## src/rtl/nfcrx_pkg.sv

```systemverilog
// Shared types, codes and constants for the NFC response frame receiver.
`timescale 1ns / 1ps

package nfcrx_pkg;

  // Receive buffer size in bytes; reaching it without completion is an overflow.
  localparam int unsigned BUFFER_BYTES = 156;

  // Fixed byte positions within one exchange.
  localparam int unsigned ACK_BYTES   = 6;
  localparam int unsigned HEAD_END    = 9;   // first position after the frame header
  localparam int unsigned LEN_POS     = 9;   // position of the LEN byte
  localparam int unsigned SUM_FIRST   = 11;  // first frame byte
  localparam int unsigned PAY_FIRST   = 14;  // first payload byte (three frame bytes skipped)
  localparam int unsigned SKIP_BYTES  = 3;
  localparam int unsigned TAIL_BYTES  = 13;  // bytes outside the frame data in one exchange

  // ACK pattern and frame header pattern.
  localparam logic [7:0] ACK_PATTERN [ACK_BYTES] = '{8'h00, 8'h00, 8'hFF, 8'h00, 8'hFF, 8'h00};
  localparam logic [7:0] HEAD_PATTERN [3] = '{8'h00, 8'h00, 8'hFF};

  // Timeout register reset value.
  localparam logic [15:0] TIMEOUT_RESET = 16'd2;

  // Input opcodes.
  typedef enum logic [1:0] {
    OP_START = 2'd0,
    OP_BYTE  = 2'd1,
    OP_TICK  = 2'd2
  } opcode_t;

  // Result kinds.
  typedef enum logic {
    KIND_PAYLOAD = 1'b0,
    KIND_STATUS  = 1'b1
  } result_kind_t;

  // End-of-exchange status codes.
  typedef enum logic [2:0] {
    ST_OK       = 3'd0,
    ST_CHECKSUM = 3'd1,
    ST_ACK      = 3'd2,
    ST_HEADER   = 3'd3,
    ST_OVERFLOW = 3'd4,
    ST_TIMEOUT  = 3'd5
  } status_code_t;

  // Exchange phase, one-hot.
  typedef enum logic [1:0] {
    PH_IDLE = 2'b01,
    PH_RECV = 2'b10
  } phase_t;

  // One input item.
  typedef struct packed {
    logic [1:0] opcode;
    logic [7:0] byte_value;
  } in_item_t;

  // One result item.
  typedef struct packed {
    logic       result_kind;
    logic [7:0] payload_byte;
    logic       payload_last;
    logic [2:0] status_code;
    logic [7:0] payload_length;
  } out_item_t;

endpackage

```

## src/rtl/nfc_response_frame_receiver.sv

```systemverilog
// Top level of the NFC response frame receiver.
// The block takes one item per clock cycle unless the output stalls: a start,
// a received byte or a time tick. An item passes through an input register, is
// parsed combinationally against the ACK, frame header, LEN, checksum and
// postamble layout, and its result (a payload byte or an end-of-exchange
// status) sits in an output register. The output register keeps taking items
// while its result is taken in the same cycle; only a stalled, full output
// register holds back the input. The timeout register is written through the
// cfg port, which is always ready.
`timescale 1ns / 1ps

module nfc_response_frame_receiver (
  input  logic                 clk,
  input  logic                 rst_n,
  input  logic                 in_valid,
  output logic                 in_stall,
  input  nfcrx_pkg::in_item_t  in_data,
  output logic                 out_valid,
  input  logic                 out_stall,
  output nfcrx_pkg::out_item_t out_data,
  input  logic                 cfg_valid,
  output logic                 cfg_ready,
  input  logic [15:0]          cfg_data
);
  import nfcrx_pkg::*;

  logic        item_valid;
  in_item_t    item;
  logic        free;
  logic        fire;
  logic        res_valid;
  out_item_t   res;
  logic [15:0] timeout_r;

  // Timeout register.
  assign cfg_ready = 1'b1;

  always_ff @(posedge clk) begin
    if (!rst_n) begin
      timeout_r <= TIMEOUT_RESET;
    end else if (cfg_valid && cfg_ready) begin
      timeout_r <= cfg_data;
    end
  end

  // An item is processed when the output register can take its result.
  assign fire = item_valid & free;

  nfcrx_in_stage u_in_stage (
    .clk        (clk),
    .rst_n      (rst_n),
    .in_valid   (in_valid),
    .in_stall   (in_stall),
    .in_data    (in_data),
    .advance    (free),
    .item_valid (item_valid),
    .item       (item)
  );

  nfcrx_parser u_parser (
    .clk           (clk),
    .rst_n         (rst_n),
    .fire          (fire),
    .item          (item),
    .timeout_ticks (timeout_r),
    .res_valid     (res_valid),
    .res           (res)
  );

  nfcrx_out_stage u_out_stage (
    .clk       (clk),
    .rst_n     (rst_n),
    .fire      (fire),
    .res_valid (res_valid),
    .res       (res),
    .free      (free),
    .out_valid (out_valid),
    .out_stall (out_stall),
    .out_data  (out_data)
  );

endmodule

```

## src/rtl/nfcrx_in_stage.sv

```systemverilog
// Input register stage of the NFC response frame receiver.
`timescale 1ns / 1ps

module nfcrx_in_stage (
  input  logic              clk,
  input  logic              rst_n,
  input  logic              in_valid,
  output logic              in_stall,
  input  nfcrx_pkg::in_item_t in_data,
  input  logic              advance,
  output logic              item_valid,
  output nfcrx_pkg::in_item_t item
);
  import nfcrx_pkg::*;

  logic     valid_r;
  logic     valid_nxt;
  in_item_t item_r;
  logic     take;

  // The register takes a new transfer when empty or when its item moves on.
  assign in_stall  = valid_r & ~advance;
  assign take      = in_valid & ~in_stall;
  assign valid_nxt = take | (valid_r & ~advance);

  always_ff @(posedge clk) begin
    if (!rst_n) begin
      valid_r <= 1'b0;
    end else begin
      valid_r <= valid_nxt;
    end
  end

  // Payload register needs no reset.
  always_ff @(posedge clk) begin
    if (take) begin
      item_r <= in_data;
    end
  end

  assign item_valid = valid_r;
  assign item       = item_r;

endmodule

```

## src/rtl/nfcrx_parser.sv

```systemverilog
// Frame parsing state and per-item result logic of the NFC response frame receiver.
`timescale 1ns / 1ps

module nfcrx_parser (
  input  logic                 clk,
  input  logic                 rst_n,
  input  logic                 fire,
  input  nfcrx_pkg::in_item_t  item,
  input  logic [15:0]          timeout_ticks,
  output logic                 res_valid,
  output nfcrx_pkg::out_item_t res
);
  import nfcrx_pkg::*;

  phase_t      phase_r, phase_nxt;
  logic [7:0]  byte_pos_r, byte_pos_nxt;
  logic [7:0]  frame_len_r, frame_len_nxt;
  logic [7:0]  run_sum_r, run_sum_nxt;
  logic        ack_mis_r, ack_mis_nxt;
  logic        hdr_mis_r, hdr_mis_nxt;
  logic [15:0] elapsed_r, elapsed_nxt;

  logic [7:0]  b;
  logic [7:0]  len;
  logic [8:0]  pos9;
  logic [8:0]  len9;
  logic [8:0]  count;
  logic [2:0]  ack_idx;
  logic [1:0]  hdr_idx;
  logic        in_sum;
  logic        in_pay;
  logic        done;
  logic        ovf;

  assign b       = item.byte_value;
  assign pos9    = {1'b0, byte_pos_r};
  assign count   = pos9 + 9'd1;
  assign ack_idx = byte_pos_r[2:0];
  assign hdr_idx = 2'(byte_pos_r - 8'(ACK_BYTES));

  // The LEN byte is visible to the range checks in the cycle it arrives.
  assign len    = (byte_pos_r == 8'(LEN_POS)) ? b : frame_len_r;
  assign len9   = {1'b0, len};
  assign in_sum = (byte_pos_r >= 8'(SUM_FIRST)) && (pos9 <= len9 + 9'(SUM_FIRST));
  assign in_pay = (byte_pos_r >= 8'(PAY_FIRST)) && (pos9 <= len9 + 9'(SUM_FIRST - 1));
  assign done   = (count > 9'(HEAD_END)) && (len != 8'd0) && (count == len9 + 9'(TAIL_BYTES));
  assign ovf    = (count >= 9'(BUFFER_BYTES));

  // Next state and result for the item in the input register.
  always_comb begin
    phase_nxt     = phase_r;
    byte_pos_nxt  = byte_pos_r;
    frame_len_nxt = frame_len_r;
    run_sum_nxt   = run_sum_r;
    ack_mis_nxt   = ack_mis_r;
    hdr_mis_nxt   = hdr_mis_r;
    elapsed_nxt   = elapsed_r;
    res_valid     = 1'b0;
    res           = '0;

    case (item.opcode)
      OP_START: begin
        phase_nxt     = PH_RECV;
        byte_pos_nxt  = '0;
        frame_len_nxt = '0;
        run_sum_nxt   = '0;
        ack_mis_nxt   = 1'b0;
        hdr_mis_nxt   = 1'b0;
        elapsed_nxt   = '0;
      end
      OP_TICK: begin
        if (phase_r == PH_RECV) begin
          if (elapsed_r != 16'hFFFF) begin
            elapsed_nxt = elapsed_r + 16'd1;
          end
          if (elapsed_nxt >= timeout_ticks) begin
            res_valid       = 1'b1;
            res.result_kind = KIND_STATUS;
            res.status_code = ST_TIMEOUT;
            phase_nxt       = PH_IDLE;
          end
        end
      end
      OP_BYTE: begin
        if (phase_r == PH_RECV) begin
          // Pattern checks and LEN capture.
          if (byte_pos_r < 8'(ACK_BYTES)) begin
            if (b != ACK_PATTERN[ack_idx]) begin
              ack_mis_nxt = 1'b1;
            end
          end else if (byte_pos_r < 8'(HEAD_END)) begin
            if (b != HEAD_PATTERN[hdr_idx]) begin
              hdr_mis_nxt = 1'b1;
            end
          end else if (byte_pos_r == 8'(LEN_POS)) begin
            frame_len_nxt = b;
          end

          if (in_sum) begin
            run_sum_nxt = run_sum_r + b;
          end

          // Payload bytes pass straight out.
          if (in_pay) begin
            res_valid        = 1'b1;
            res.result_kind  = KIND_PAYLOAD;
            res.payload_byte = b;
            res.payload_last = (pos9 == len9 + 9'(SUM_FIRST - 1));
          end

          byte_pos_nxt = count[7:0];

          // Completion takes precedence over overflow and replaces a payload result.
          if (done) begin
            res_valid       = 1'b1;
            res             = '0;
            res.result_kind = KIND_STATUS;
            phase_nxt       = PH_IDLE;
            if (run_sum_nxt != 8'd0) begin
              res.status_code = ST_CHECKSUM;
            end else if (ack_mis_nxt) begin
              res.status_code = ST_ACK;
            end else if (hdr_mis_nxt) begin
              res.status_code = ST_HEADER;
            end else begin
              res.status_code    = ST_OK;
              res.payload_length = (len >= 8'(SKIP_BYTES)) ? len - 8'(SKIP_BYTES) : 8'd0;
            end
          end else if (ovf) begin
            res_valid       = 1'b1;
            res             = '0;
            res.result_kind = KIND_STATUS;
            res.status_code = ST_OVERFLOW;
            phase_nxt       = PH_IDLE;
          end
        end
      end
      default: begin
      end
    endcase
  end

  // State registers update only on an item that is processed, that is when fire is high.
  always_ff @(posedge clk) begin
    if (!rst_n) begin
      phase_r     <= PH_IDLE;
      byte_pos_r  <= '0;
      frame_len_r <= '0;
      run_sum_r   <= '0;
      ack_mis_r   <= 1'b0;
      hdr_mis_r   <= 1'b0;
      elapsed_r   <= '0;
    end else if (fire) begin
      phase_r     <= phase_nxt;
      byte_pos_r  <= byte_pos_nxt;
      frame_len_r <= frame_len_nxt;
      run_sum_r   <= run_sum_nxt;
      ack_mis_r   <= ack_mis_nxt;
      hdr_mis_r   <= hdr_mis_nxt;
      elapsed_r   <= elapsed_nxt;
    end
  end

endmodule

```

## src/rtl/nfcrx_out_stage.sv

```systemverilog
// Result register stage of the NFC response frame receiver.
`timescale 1ns / 1ps

module nfcrx_out_stage (
  input  logic                 clk,
  input  logic                 rst_n,
  input  logic                 fire,
  input  logic                 res_valid,
  input  nfcrx_pkg::out_item_t res,
  output logic                 free,
  output logic                 out_valid,
  input  logic                 out_stall,
  output nfcrx_pkg::out_item_t out_data
);
  import nfcrx_pkg::*;

  logic      valid_r;
  logic      valid_nxt;
  out_item_t data_r;

  // The register can load when empty or when its result transfers this cycle.
  assign free      = ~(valid_r & out_stall);
  assign valid_nxt = free ? (fire & res_valid) : valid_r;

  always_ff @(posedge clk) begin
    if (!rst_n) begin
      valid_r <= 1'b0;
    end else begin
      valid_r <= valid_nxt;
    end
  end

  always_ff @(posedge clk) begin
    if (free && fire && res_valid) begin
      data_r <= res;
    end
  end

  assign out_valid = valid_r;
  assign out_data  = data_r;

endmodule

```

## config.mk

```make
export PLATFORM = sky130hd
export DESIGN_NAME = nfc_response_frame_receiver
export DESIGN_NICKNAME = d
export VERILOG_FILES = /design/src/rtl/nfcrx_pkg.sv /design/src/rtl/nfc_response_frame_receiver.sv /design/src/rtl/nfcrx_in_stage.sv /design/src/rtl/nfcrx_parser.sv /design/src/rtl/nfcrx_out_stage.sv
export SDC_FILE = /design/constraint.sdc
export NUM_CORES = 1
export LEC_CHECK = 0
export BUFFER_PORTS_ARGS = -buffer_cell sky130_fd_sc_hd__buf_2
export CAP_MARGIN = 20
export CORE_MARGIN = 10
export CORE_UTILIZATION = 35
export DETAILED_ROUTE_END_ITERATION = 10
export PLACE_DENSITY = 0.63
export SLEW_MARGIN = 20
export SYNTH_ARGS = -nofsm -noshare
export SYNTH_HDL_FRONTEND = slang
export SYNTH_SLANG_ARGS = --single-unit
```

## constraint.sdc

```tcl
create_clock -name clk -period 5.1 [get_ports clk]
set_input_delay 1.02 -clock clk [delete_from_list [all_inputs] [get_ports clk]]
set_output_delay 1.02 -clock clk [all_outputs]
set_load 0.005 [all_outputs]
```

# Word level (Yosys, flattened, before mapping)

Memories as Yosys holds them, arrays and structs flattened.
Cells that the tools add are included.

Flip-flop bits (word level): 93
Input port bits: 31
Memory bits (read-only): 64
Output and inout port bits: 24
Memories: 1
Logic and storage cells: 147

Bitwise gates (word level): 13
Eq/ne operators: 15
$lt $le $gt $ge: 12
Mux-type cells: 63
Reduce and logical (&&, ||, !) cells: 18
$add $sub $neg: 8

Memories:

| memory          | depth | bits a word | read ports | clocked after Yosys merged registers in | wr ports | RTL line           | source |
|---|---|---|---|---|---|---|---|
| (no name shown) | 8     | 8           | 1          | 0                                       | 0        | nfcrx_parser.sv:88 | `if (b != ACK_PATTERN[ack_idx]) begin` |

Operator list:

| kind                                                | number |
|---|---|
| two-way mux 8 bit                                   | 17 |
| two-way mux 16 bit                                  | 4 |
| two-way mux 21 bit                                  | 3 |
| case mux 8 bit (2 select lines)                     | 3 |
| case mux 16 bit (2 select lines)                    | 1 |
| adder 8 x 4 -> 9 bit, second input constant         | 3 |
| less-or-equal comparator 8 x 9 -> 1 bit             | 2 |
| two-way mux 1 bit                                   | 17 |
| adder 16 x 1 -> 16 bit, second input constant       | 1 |
| binary-select mux 8 bit (select 2 bit)              | 1 |
| >= comparator 16 bit                                | 1 |
| >= comparator 8 x 4 -> 1 bit, second input constant | 2 |
| != test 16 bit, second input constant               | 1 |
| != test 8 bit                                       | 2 |
| nonzero test 8 bit                                  | 2 |
| two-way mux 2 bit                                   | 6 |
| two-way mux 3 bit                                   | 4 |
| adder 8 x 1 -> 9 bit, second input constant         | 1 |
| equality test 8 x 9 -> 1 bit                        | 1 |
| equality test 9 bit                                 | 1 |
| >= comparator 9 x 8 -> 1 bit, second input constant | 1 |
| > comparator 9 x 4 -> 1 bit, second input constant  | 1 |
| two-way mux 9 bit                                   | 1 |
| adder 8 bit                                         | 1 |
| 30 further kinds                                    | 52 |

# Logic depth before layout (Yosys ltp)

Gate-level depths: netlist of run 1.

Depth after elaboration: 17
Mapped depth: 25
Gate-level depth less buffers: 22

# Cells and area by module

Synthesis of run 1 repeated with hierarchy kept, for this count alone.

Cells, all modules: 778
Area total of the unflattened synthesis: 6817.8 sq um

Modules (own cells, without submodules):

| module                      | area each (sq um) | cells each | times used |
|---|---|---|---|
| nfcrx_parser                | 5162.5            | 684        | 1 |
| nfcrx_out_stage             | 676.9             | 26         | 1 |
| nfc_response_frame_receiver | 630.6             | 54         | 1 |
| nfcrx_in_stage              | 347.8             | 14         | 1 |

# Worst setup path after synthesis of run 1

OpenSTA, ideal clock, no wires.

Kind: flip-flop to flip-flop
Start point: register u_parser.byte_pos_r[1]
End point: register u_out_stage.data_r (netlist bit u_out_stage.out_data[0]), enable pin
Arrival: 4.812 ns
Slack: -0.118 ns
Clock period less this slack: 5.218 ns
Buffers on the path: 2
Data required time: 4.694 ns
Cell stages (with the launch flop): 18
Setup time: 0.406 ns
Path through: dfxtp_1 clkbuf_1 inv_1 ha_1 and3b_1 nand2_1 clkbuf_1 nand2_1 nand2_1 ha_1 nor3_1 a21boi_0 a221oi_1 xnor3_1 or4_4 o31ai_1 o21ai_1 a21oi_1

Longest elaborated chain between the ends: 11

Ends and longest elaborated chain:

| what                                    | RTL line              | source |
|---|---|---|
| from (decl)                             | nfcrx_parser.sv:16    | `logic [7:0] byte_pos_r, byte_pos_nxt;` |
| from (signal assigned)                  | nfcrx_parser.sv:155   | `byte_pos_r <= byte_pos_nxt;` |
| equality test 8 x 4 -> 1 bit            | nfcrx_parser.sv:42    | `assign len = (byte_pos_r == 8'(LEN_POS)) ? b : frame_len_r;` |
| two-way mux 8 bit                       | -                     |  |
| adder 8 x 4 -> 9 bit                    | nfcrx_parser.sv:45    | `assign in_pay = (byte_pos_r >= 8'(PAY_FIRST)) && (pos9 <= len9 + 9'(SUM_FIRST - 1));` |
| less-or-equal comparator 8 x 9 -> 1 bit | nfcrx_parser.sv:45    |  |
| logical AND 1 bit                       | nfcrx_parser.sv:45    |  |
| two-way mux 1 bit                       | nfcrx_parser.sv:104   | `if (in_pay) begin` |
| two-way mux 1 bit                       | nfcrx_parser.sv:129   | `end else if (ovf) begin` |
| two-way mux 1 bit (*)                   | nfcrx_parser.sv:114   | `if (done) begin` |
| two-way mux 1 bit (*)                   | nfcrx_parser.sv:85    | `if (phase_r == PH_RECV) begin` |
| case mux 1 bit (2 select lines) (*)     | nfcrx_parser.sv:61    | `case (item.opcode)` |
| logical AND 1 bit (*)                   | nfcrx_out_stage.sv:34 | `if (free && fire && res_valid) begin` |
| to (signal assigned)                    | nfcrx_out_stage.sv:35 | `data_r <= res;` |
| to (decl)                               | nfcrx_out_stage.sv:19 | `out_item_t data_r;` |

Every way passes the cells marked *; elsewhere a longest branch is shown, timed or not.
A chain may end at the register's enable or synchronous reset.

# Final worst setup path of run 1

Start point: register u_parser.byte_pos_r[1]
End point: register u_out_stage.data_r (netlist bit u_out_stage.out_data[6]), data pin

Longest elaborated chain between the ends: 15

Ends and longest elaborated chain:

| what                                                          | RTL line |
|---|---|
| branches (longest 14 deep; another with adder 8 x 4 -> 9 bit) | - |
| two-way mux 21 bit (*)                                        | nfcrx_parser.sv:114 |

Mark *: on every way between the ends. The select of a mux whose other input is x is not followed.

==> results by stage, run 1 <==
Outcome:
- The run finished with clean final reports.

Logic synthesis:
- The cell type with the largest total area after synthesis is dfxtp_1.
- In this run, synthesis inferred 31 flip-flops with an integrated enable.
- After synthesis, the most frequently instantiated cells are dfxtp_1, nor2b_1, ha_1, nand2_1, a21oi_1.
- The sequential element share of the synthesized area is 32.5%.
- The post-synthesis cell area is between 6000 and 7000 um^2.
- After technology mapping, the gate count stands at approximately 750.
- The net count after synthesis is roughly 840.
- The synthesized design contains slightly above 90 register bits.
- In the synthesized netlist the dominant register cell turns out to be dfxtp_1.
- The total of warnings raised by yosys is 0.
- The number of distinct library cells after synthesis is around 70.
- The most common cell in the synthesized netlist is dfxtp_1.
- The share of the synthesized area in the top cell type is between 10% and 20%.
- The proportion of synthesized flip-flops having asynchronous set or reset is 0%.
- Yosys attributes the largest share of cell area to dfxtp_1, edfxtp_1, ha_1, nor2b_1, xnor2_1.
- The post-synthesis average cell area is between 8 and 9 um^2.

Timing:
- Of the available clock period, the critical path in the final layout requires 89.8%.
- The post-route worst hold slack is 0.511 ns.
- The worst path needs ~4.6 ns of the cycle, external delays included.
- The normalized max-slew margin is about a third.
- Setup repair after global routing left no endpoint under its margin.
- The maximum operating frequency is 218 MHz.
- For the final database, setup skew stands at 0.0110 ns.
- The count of final hold-check violations was 0.
- For the pin with the worst max-slew slack, the measured transition is 1.00 ns.
- The total negative slack for setup checks is 0 ns.
- Setup violations remaining at the end of the flow were counted as 0.
- The final-report max-slew violation count came to 0.

Worst setup path:
- Counting both buffers and inverters, the worst setup path holds a total of 3.
- On the critical path the largest part of the delay comes from simple AND/OR/NAND/NOR gates.
- The maximum net fanout on the critical path is 19.
- STA classifies the critical path endpoint as a flop.
- Data on the critical path is required at its endpoint by ~5.3 ns.
- The critical path is of the flop to flop type.
- The signal on the critical path passes through inv_1 > ha_1 > nand3b_1 > nor2_8 > mux2i_2 > inv_1 > ha_1 > nand2b_1 > a21o_1 > nand2_1 > xnor2_1 > mux2i_1 > ha_1 > nand3_1 > or2_2 > o211ai_1 > and2_1 > a41oi_1 > nand3b_1 > buf_4 > a211oi_1.
- The worst-path cell with the longest stage delay is nor2_8.
- The maximum single-stage delay on the critical path is approximately 0.4 ns.
- The worst setup path is launched from a flop.
- The most frequent cell on the critical path is ha_1.
- Data arrives at the worst endpoint at about 4.8 ns.

GRT:
- The first global-routing pass estimated between 20 and 30 mm of wire.
- The initial antenna violation count was 0.
- The overall routing resource usage is 13.7%.
- The total overflow reported by the global router is 0.
- The number of global-route vias before repair is ~5300.
- The largest net degree at the start of global routing is 66.

Clock network:
- After clock tree synthesis, the clock-pin slew on the worst setup and hold paths is about 0.070 ns.
- The post-cts resize count is 0.
- The TritonCTS buffer count is 9.
- The deepest clock path buffer count is 2.
- The H-tree depth is 3.
- Buffers added to address setup during post-CTS repair amount to 0.
- The number of hold buffers added after CTS is 0.
- Clock latency on the worst-skew pair, taken at its later pin, is between 0.3 and 0.4 ns.
- The clock tree root buffer cell is clkbuf_16.
- The number of clock sinks seen by CTS is 93.
- The clock tree from TritonCTS is built.

Power and ir drop:
- The static leakage power is approximately 0.0031 uW.
- Power spread over the standard cell area amounts to approximately 210 nW/um^2.
- Across the VDD grid, the largest voltage drop is 0.000147 V.

Drt:
- The number of detailed-route iterations in the first pass is 5.
- The detailed-route wire length per cell is 16.4 um.
- For this block, the initial DRC count from the detailed router was 356.
- The detail-routed via count per cell is 5.35.
- The remaining number of nets flagged by the antenna check after routing is 0.
- Summing over every cut layer, the via total after detailed routing is between 5000 and 6000.
- In the routed design, unresolved DRC markers number 0.
- After detailed routing, the total wire length is 16.9 mm.

Place:
- Detailed placement finished with a half-perimeter wire length of between 10 and 15 mm.
- The standard cell area after detailed placement is 7200 um^2.
- During placement, the flow inserted port buffers numbering 53.
- Once placement completed, the tool counted placed cells totaling 1015.
- The weighted congestion at the end of routability-driven global placement is 0.893.

Worst hold path:
- The path type of the worst min-delay path is flop to flop.

Floorplan:
- Measured along the y axis, the die boundary spans 158 um.
- The die area is ~25000 um^2.
- The cell row count is 50.
- The width of the chip is 158 um.
- The area of the core is 18800 um^2.
- Once the floorplan was initialized, standard cells occupied ~36% of the core.
- The number of placed I/O pins is between 50 and 60.

Finish:
- The number of nets at the end of the flow is between 800 and 900.
- In the final layout, the share of cells above drive strength 1 is between 10% and 20%.
- The number of diodes is 0.
- The final standard cell area without fillers is roughly 7500 um^2.
- The finished layout holds a little over 1000 standard cells, fillers aside.
- The core occupancy in the finished layout is 39.9%.
- Relative to the synthesized area, the layout overhead comes to 12.0%.

Run:
- The max capacitance violation total is 0.
-- metrics by stage --
stage / setup WS [ns] / total power [uW]
2_1_floorplan: 0.330 / 888
3_3_place_gp: 0.566 / 927
3_5_place_dp: 0.409 / 928
4_1_cts: 0.380 / 1560
5_1_grt: 0.0827 / 1620
6_report: 0.520 / 1550
-- cell usage in the layout, fill, tap and decap left out, types with 10 or more instances in the layout --
cell	n
dfxtp_1	62
nor2b_1	61
ha_1	56
buf_2	53
nand2_1	52
a21oi_1	40
o21ai_0	40
inv_1	34
xnor2_1	32
edfxtp_1	31
nor2_1	29
mux2i_1	25
and2_1	24
a22oi_1	24
nand3_1	21
and3_1	18
xor2_1	17
buf_4	16
a21o_1	15
nor3_1	12
nand4_1	10
-- layer usage --
layer / vias up / track usage [%] / wire (um)
met5: - / 0 / 0
met1: 2581 / 18.0 / 7860
li1: 2774 / - / -
met3: 30 / 2.99 / 918
met2: 136 / 21.3 / 7720
met4: 0 / 5.38 / 412
-- area by class of cell --
cell class	count	area (um^2)
fillers	1921	11300
multi-input cells	585	4210
flip-flops and latches	93	2170
repair buffers	70	405
well taps	234	293
clock buffers	11	236
inverters	34	128
clock inverters	5	33.8
-- flip-flops by register name, indices dropped and copies added (netlist names), 2 cells and up --
register / count
u_in_stage.item: 10
u_parser.byte_pos_r: 8
u_out_stage.out_data: 21
timeout_r: 16
u_parser.phase_r: 2
u_parser.frame_len_r: 8
u_parser.elapsed_r: 16
u_parser.run_sum_r: 8
-- path summary, 6_finish.rpt --
path / slack, ns / endpoint / depth (start not counted) / from
setup / recovery: 0.52 / u_out_stage.out_data[6]$_SDFFCE_PN0P_ / 21 / u_parser.byte_pos_r[1]$_SDFFE_PN0P_
hold / removal: 0.51 / u_parser.frame_len_r[1]$_SDFFE_PN0P_ / 2 / u_parser.frame_len_r[1]$_SDFFE_PN0P_
setup reg to reg: 0.52 / u_out_stage.out_data[6]$_SDFFCE_PN0P_ / 21 / u_parser.byte_pos_r[1]$_SDFFE_PN0P_
hold reg to reg: 0.51 / u_parser.frame_len_r[1]$_SDFFE_PN0P_ / 2 / u_parser.frame_len_r[1]$_SDFFE_PN0P_
-- cells by family (layout without fill, tap and decap cells) --
family / after synthesis / count (layout) / synth area share [%]
AND/OR/NAND/NOR: 267 / 267 / 22.4
AO/OA/AOI/OAI: 177 / 177 / 17.1
flip-flops: 93 / 93 / 32.5
buffers and inverters: 75 / 120 / 4.55
adder cells (fa/ha/maj): 57 / 57 / 10.8
XOR/XNOR: 54 / 54 / 8.13
multiplexers: 29 / 29 / 4.46
other: 1 / 1 / 0.0561
-- power by group --
part / internal [uW] / total [uW] / switching, uW / leakage (uW)
Clock: 338 / 633 / 296 / 0.000138
Sequential: 778 / 800 / 22.6 / 0.000745
Combinational: 50.8 / 112 / 61.1 / 0.00222
-- worst min-delay path: stages (launching register included) --
cell and delay [ns]:
dfxtp_1 0.33, nand2_1 0.06, a21boi_0 0.07
No activity file was read; power rests on OpenSTA's default activity.
==> run 2, diff against run 1 <==
- CORE_UTILIZATION: 35 -> 50
- PLACE_DENSITY: 0.63 -> 0.81
==> results by stage, run 2 (same netlist as run 1, synthesis figures left out) <==
Finish:
- The most common library cell in the layout ignoring fill and taps is dfxtp_1 (unchanged).
- The count of fill cells added during filler insertion is 1178 (was 1921).
- The number of nets at the end of the flow came to 881 (unchanged).
- The number of diodes came to 0 (unchanged).
- Most used cells in the layout excluding fill and tap cells: dfxtp_1, nor2b_1, ha_1 (unchanged).
- The final standard cell area without fillers came to 7430 um^2 (was 7480 um^2).
- The sequential cell area in the final layout is 2170 um^2 (unchanged).
- The area taken by multi-input logic gates is 4210 um^2 (unchanged).
- The layout-stage area growth over the synthesis result is 11.2% (was 12.0%).
- The share of post-route cells with drive strength above 1 is 12.3% (was 12.5%).
- The flip-flop count of the largest register after layout came to 21 (unchanged).

Worst hold path:
- The start point of the worst hold path is timeout_r[1]$_SDFFE_PN1P_ (was u_parser.frame_len_r[1]$_SDFFE_PN0P_).
- The path type of the worst min-delay path is flop to flop (unchanged).

GRT:
- The first-pass GRT wire length is 26.5 mm (was 27.3 mm).
- The overall routing resource usage is 17.7% (was 13.7%).
- The number of global-route vias before repair is 5326 (was 5272).
- The initial antenna violation count was 0 (unchanged).
- The total overflow reported by the global router is 0 (unchanged).
- The largest net degree at the start of global routing is 66 (unchanged).

Floorplan:
- The number of placed I/O pins is 55 (unchanged).
- The overall die height is 136 um (was 158 um).
- The die area came to 18400 um^2 (was 25000 um^2).
- The width of the chip is 136 um (was 158 um).
- The cell row count is 42 (was 50).
- The initial cell density of the core is 50.7% (was 35.6%).
- The area of the core was 13200 um^2 (was 18800 um^2).

Timing:
- The maximum operating frequency was 212 MHz (was 218 MHz).
- The total negative slack for setup checks is 0 ns (unchanged).
- The worst path setup slack after routing came to 0.381 ns (was 0.520 ns).
- The final clock period utilization by the worst path is 92.5% (was 89.8%).
- The normalized max-slew margin is 34.9% (was 33.3%).
- The count of final hold-check violations is 0 (unchanged).
- The final-report max-slew violation count came to 0 (unchanged).
- The transition at the pin with the smallest max-transition slack was 0.977 ns (was 1.00 ns).
- The number of failing setup endpoints in the final timing report is 0 (unchanged).
- The post-route worst hold slack came to 0.498 ns (was 0.511 ns).
- The final critical path time including I/O delays and setup is 4.72 ns (was 4.58 ns).
- Unrepaired setup endpoints after global routing: false (unchanged).
- The final clock skew is 0.00491 ns (was 0.0110 ns).

Drt:
- The via total after detailed routing is 5560 (was 5521).
- The number of DRC markers in iteration 0 came to 407 (was 356).
- The remaining number of nets flagged by the antenna check after routing came to 0 (unchanged).
- The residual DRC count is 0 (unchanged).
- The detail-routed via count per cell is 5.71 (was 5.35).
- The number of detailed-route iterations in the first pass came to 5 (unchanged).
- The total wire length after detailed routing is 16.3 mm (was 16.9 mm).
- The detailed-route wire length per cell is 16.7 um (was 16.4 um).

Clock network:
- The TritonCTS buffer count is 9 (unchanged).
- The deepest clock path buffer count is 2 (unchanged).
- The clock latency reported for the late side of the worst-skew pair is 0.35 ns (about the same).
- The number of clock sinks seen by CTS is 93 (unchanged).
- The post-cts resize count is 0 (unchanged).
- The clock tree from TritonCTS is built (unchanged).
- The H-tree depth is 3 (unchanged).
- The clock edge transition at the registers on the reported setup and hold paths is 0.06 ns (was 0.07 ns).
- The clock tree root buffer cell is clkbuf_16 (unchanged).
- The number of hold buffers added after CTS came to 0 (unchanged).

Worst setup path:
- The startpoint of the lowest-slack register-to-register path is u_parser.byte_pos_r[7]$_SDFFE_PN0P_ (was u_parser.byte_pos_r[1]$_SDFFE_PN0P_).
- The start-to-end type of the worst setup path is flop to flop (unchanged).
- The data required time at the worst endpoint is 5.29 ns (was 5.30 ns).
- The launch point of the worst path is u_parser.byte_pos_r[7]$_SDFFE_PN0P_ (was u_parser.byte_pos_r[1]$_SDFFE_PN0P_).
- The endpoint arrival time on the critical path is 4.91 ns (was 4.78 ns).
- The nature of the critical path startpoint is a flop (unchanged).
- The maximum net fanout on the critical path came to 19 (unchanged).
- The element type at the critical path end is a flop (unchanged).

Place:
- The weighted congestion at the end of routability-driven global placement is 0.921 (was 0.893).
- The detailed placement HPWL is 11.9 mm (was 12.5 mm).
- The count of buffers from port buffering is 53 (unchanged).
- The standard cell area after detailed placement is 7130 um^2 (was 7200 um^2).
- The worst slack at placement is 0.304 ns (was 0.409 ns).

Run:
- The max capacitance violation total is 0 (unchanged).

Power and ir drop:
- The power density over cell area is 213 nW/um^2 (was 207 nW/um^2).
- The static leakage power is 0.00311 uW (about the same).
- The total power after layout is 1580 uW (was 1550 uW).
- The maximum resistive drop on vdd is 0.000157 V (was 0.000147 V).

Outcome:
- Run status: completed (unchanged).
## run 2: cell types whose count changed in the layout (fill, tap and decap cells not counted), sizes merged
| cell | before | now |
|---|---|---|
| bufinv | 0 | 1 |
| clkbuf | 11 | 10 |
| clkinvlp | 0 | 1 |
| inv | 36 | 35 |
## run 2: path summary, 6_finish.rpt
kind,cells after the start,slack [ns],end
worst max-delay path,19,0.38,u_out_stage.out_data[6]$_SDFFCE_PN0P_
worst min-delay path,2,0.50,timeout_r[1]$_SDFFE_PN1P_
worst max register to register,19,0.38,u_out_stage.out_data[6]$_SDFFCE_PN0P_
worst min register to register,2,0.50,timeout_r[1]$_SDFFE_PN1P_
## run 2: area by class of cell
class / instances / share of cell area (%)
flip-flops and latches: 93 / 29.2
clock buffers: 10 / 3.08
clock inverters: 6 / 0.842
well taps: 176 / 2.96
multi-input cells: 585 / 56.7
inverters: 34 / 1.72
repair buffers: 70 / 5.46
## run 2: what timing repair did
item	CTS	global route
buffers inserted	0	1
hold endpoints to repair	0	0
endpoints found under the setup margin	0	8
## run 2: critical path, cell delays in order, from the launching register on
cell and delay [ns]:
dfxtp_1 0.43, or4_4 0.67, nor2_8 0.31, mux2i_2 0.27
inv_1 0.11, ha_1 0.24, nand2b_1 0.22, a21o_1 0.23
nand2_1 0.08, xnor2_1 0.12, mux2i_1 0.10, ha_1 0.27
nand3_1 0.08, or2_2 0.30, o211ai_1 0.18, and2_1 0.23
a41oi_1 0.15, nand3b_1 0.20, buf_4 0.19, a211oi_1 0.16
## run 2: per-layer routing
layer | track usage (%) | vias to the layer above | part of all wire [%]
met1 | 22.7 | 2574 | 45
met3 | 4.41 | 33 | 6.7
li1 | - | 2772 | -
met4 | 7.36 | 0 | 2.2
met5 | 0 | - | 0
met2 | 27.7 | 181 | 46
## run 2: stage by stage
stage | instances | utilization (%)
floorplan | 753 | -
finish | 974 | 56.3
detailed placement | 957 | 54.0
global placement | 957 | 54.0
global route | 974 | 56.3
CTS | 973 | 56.2
## run 2: power breakdown
group	leakage [uW]	internal (uW)	switching [uW]
sequential	0.000745	778	17.4
combinational	0.00222	52.4	65.6
clock	0.000138	379	292
total	0.00311	1210	375
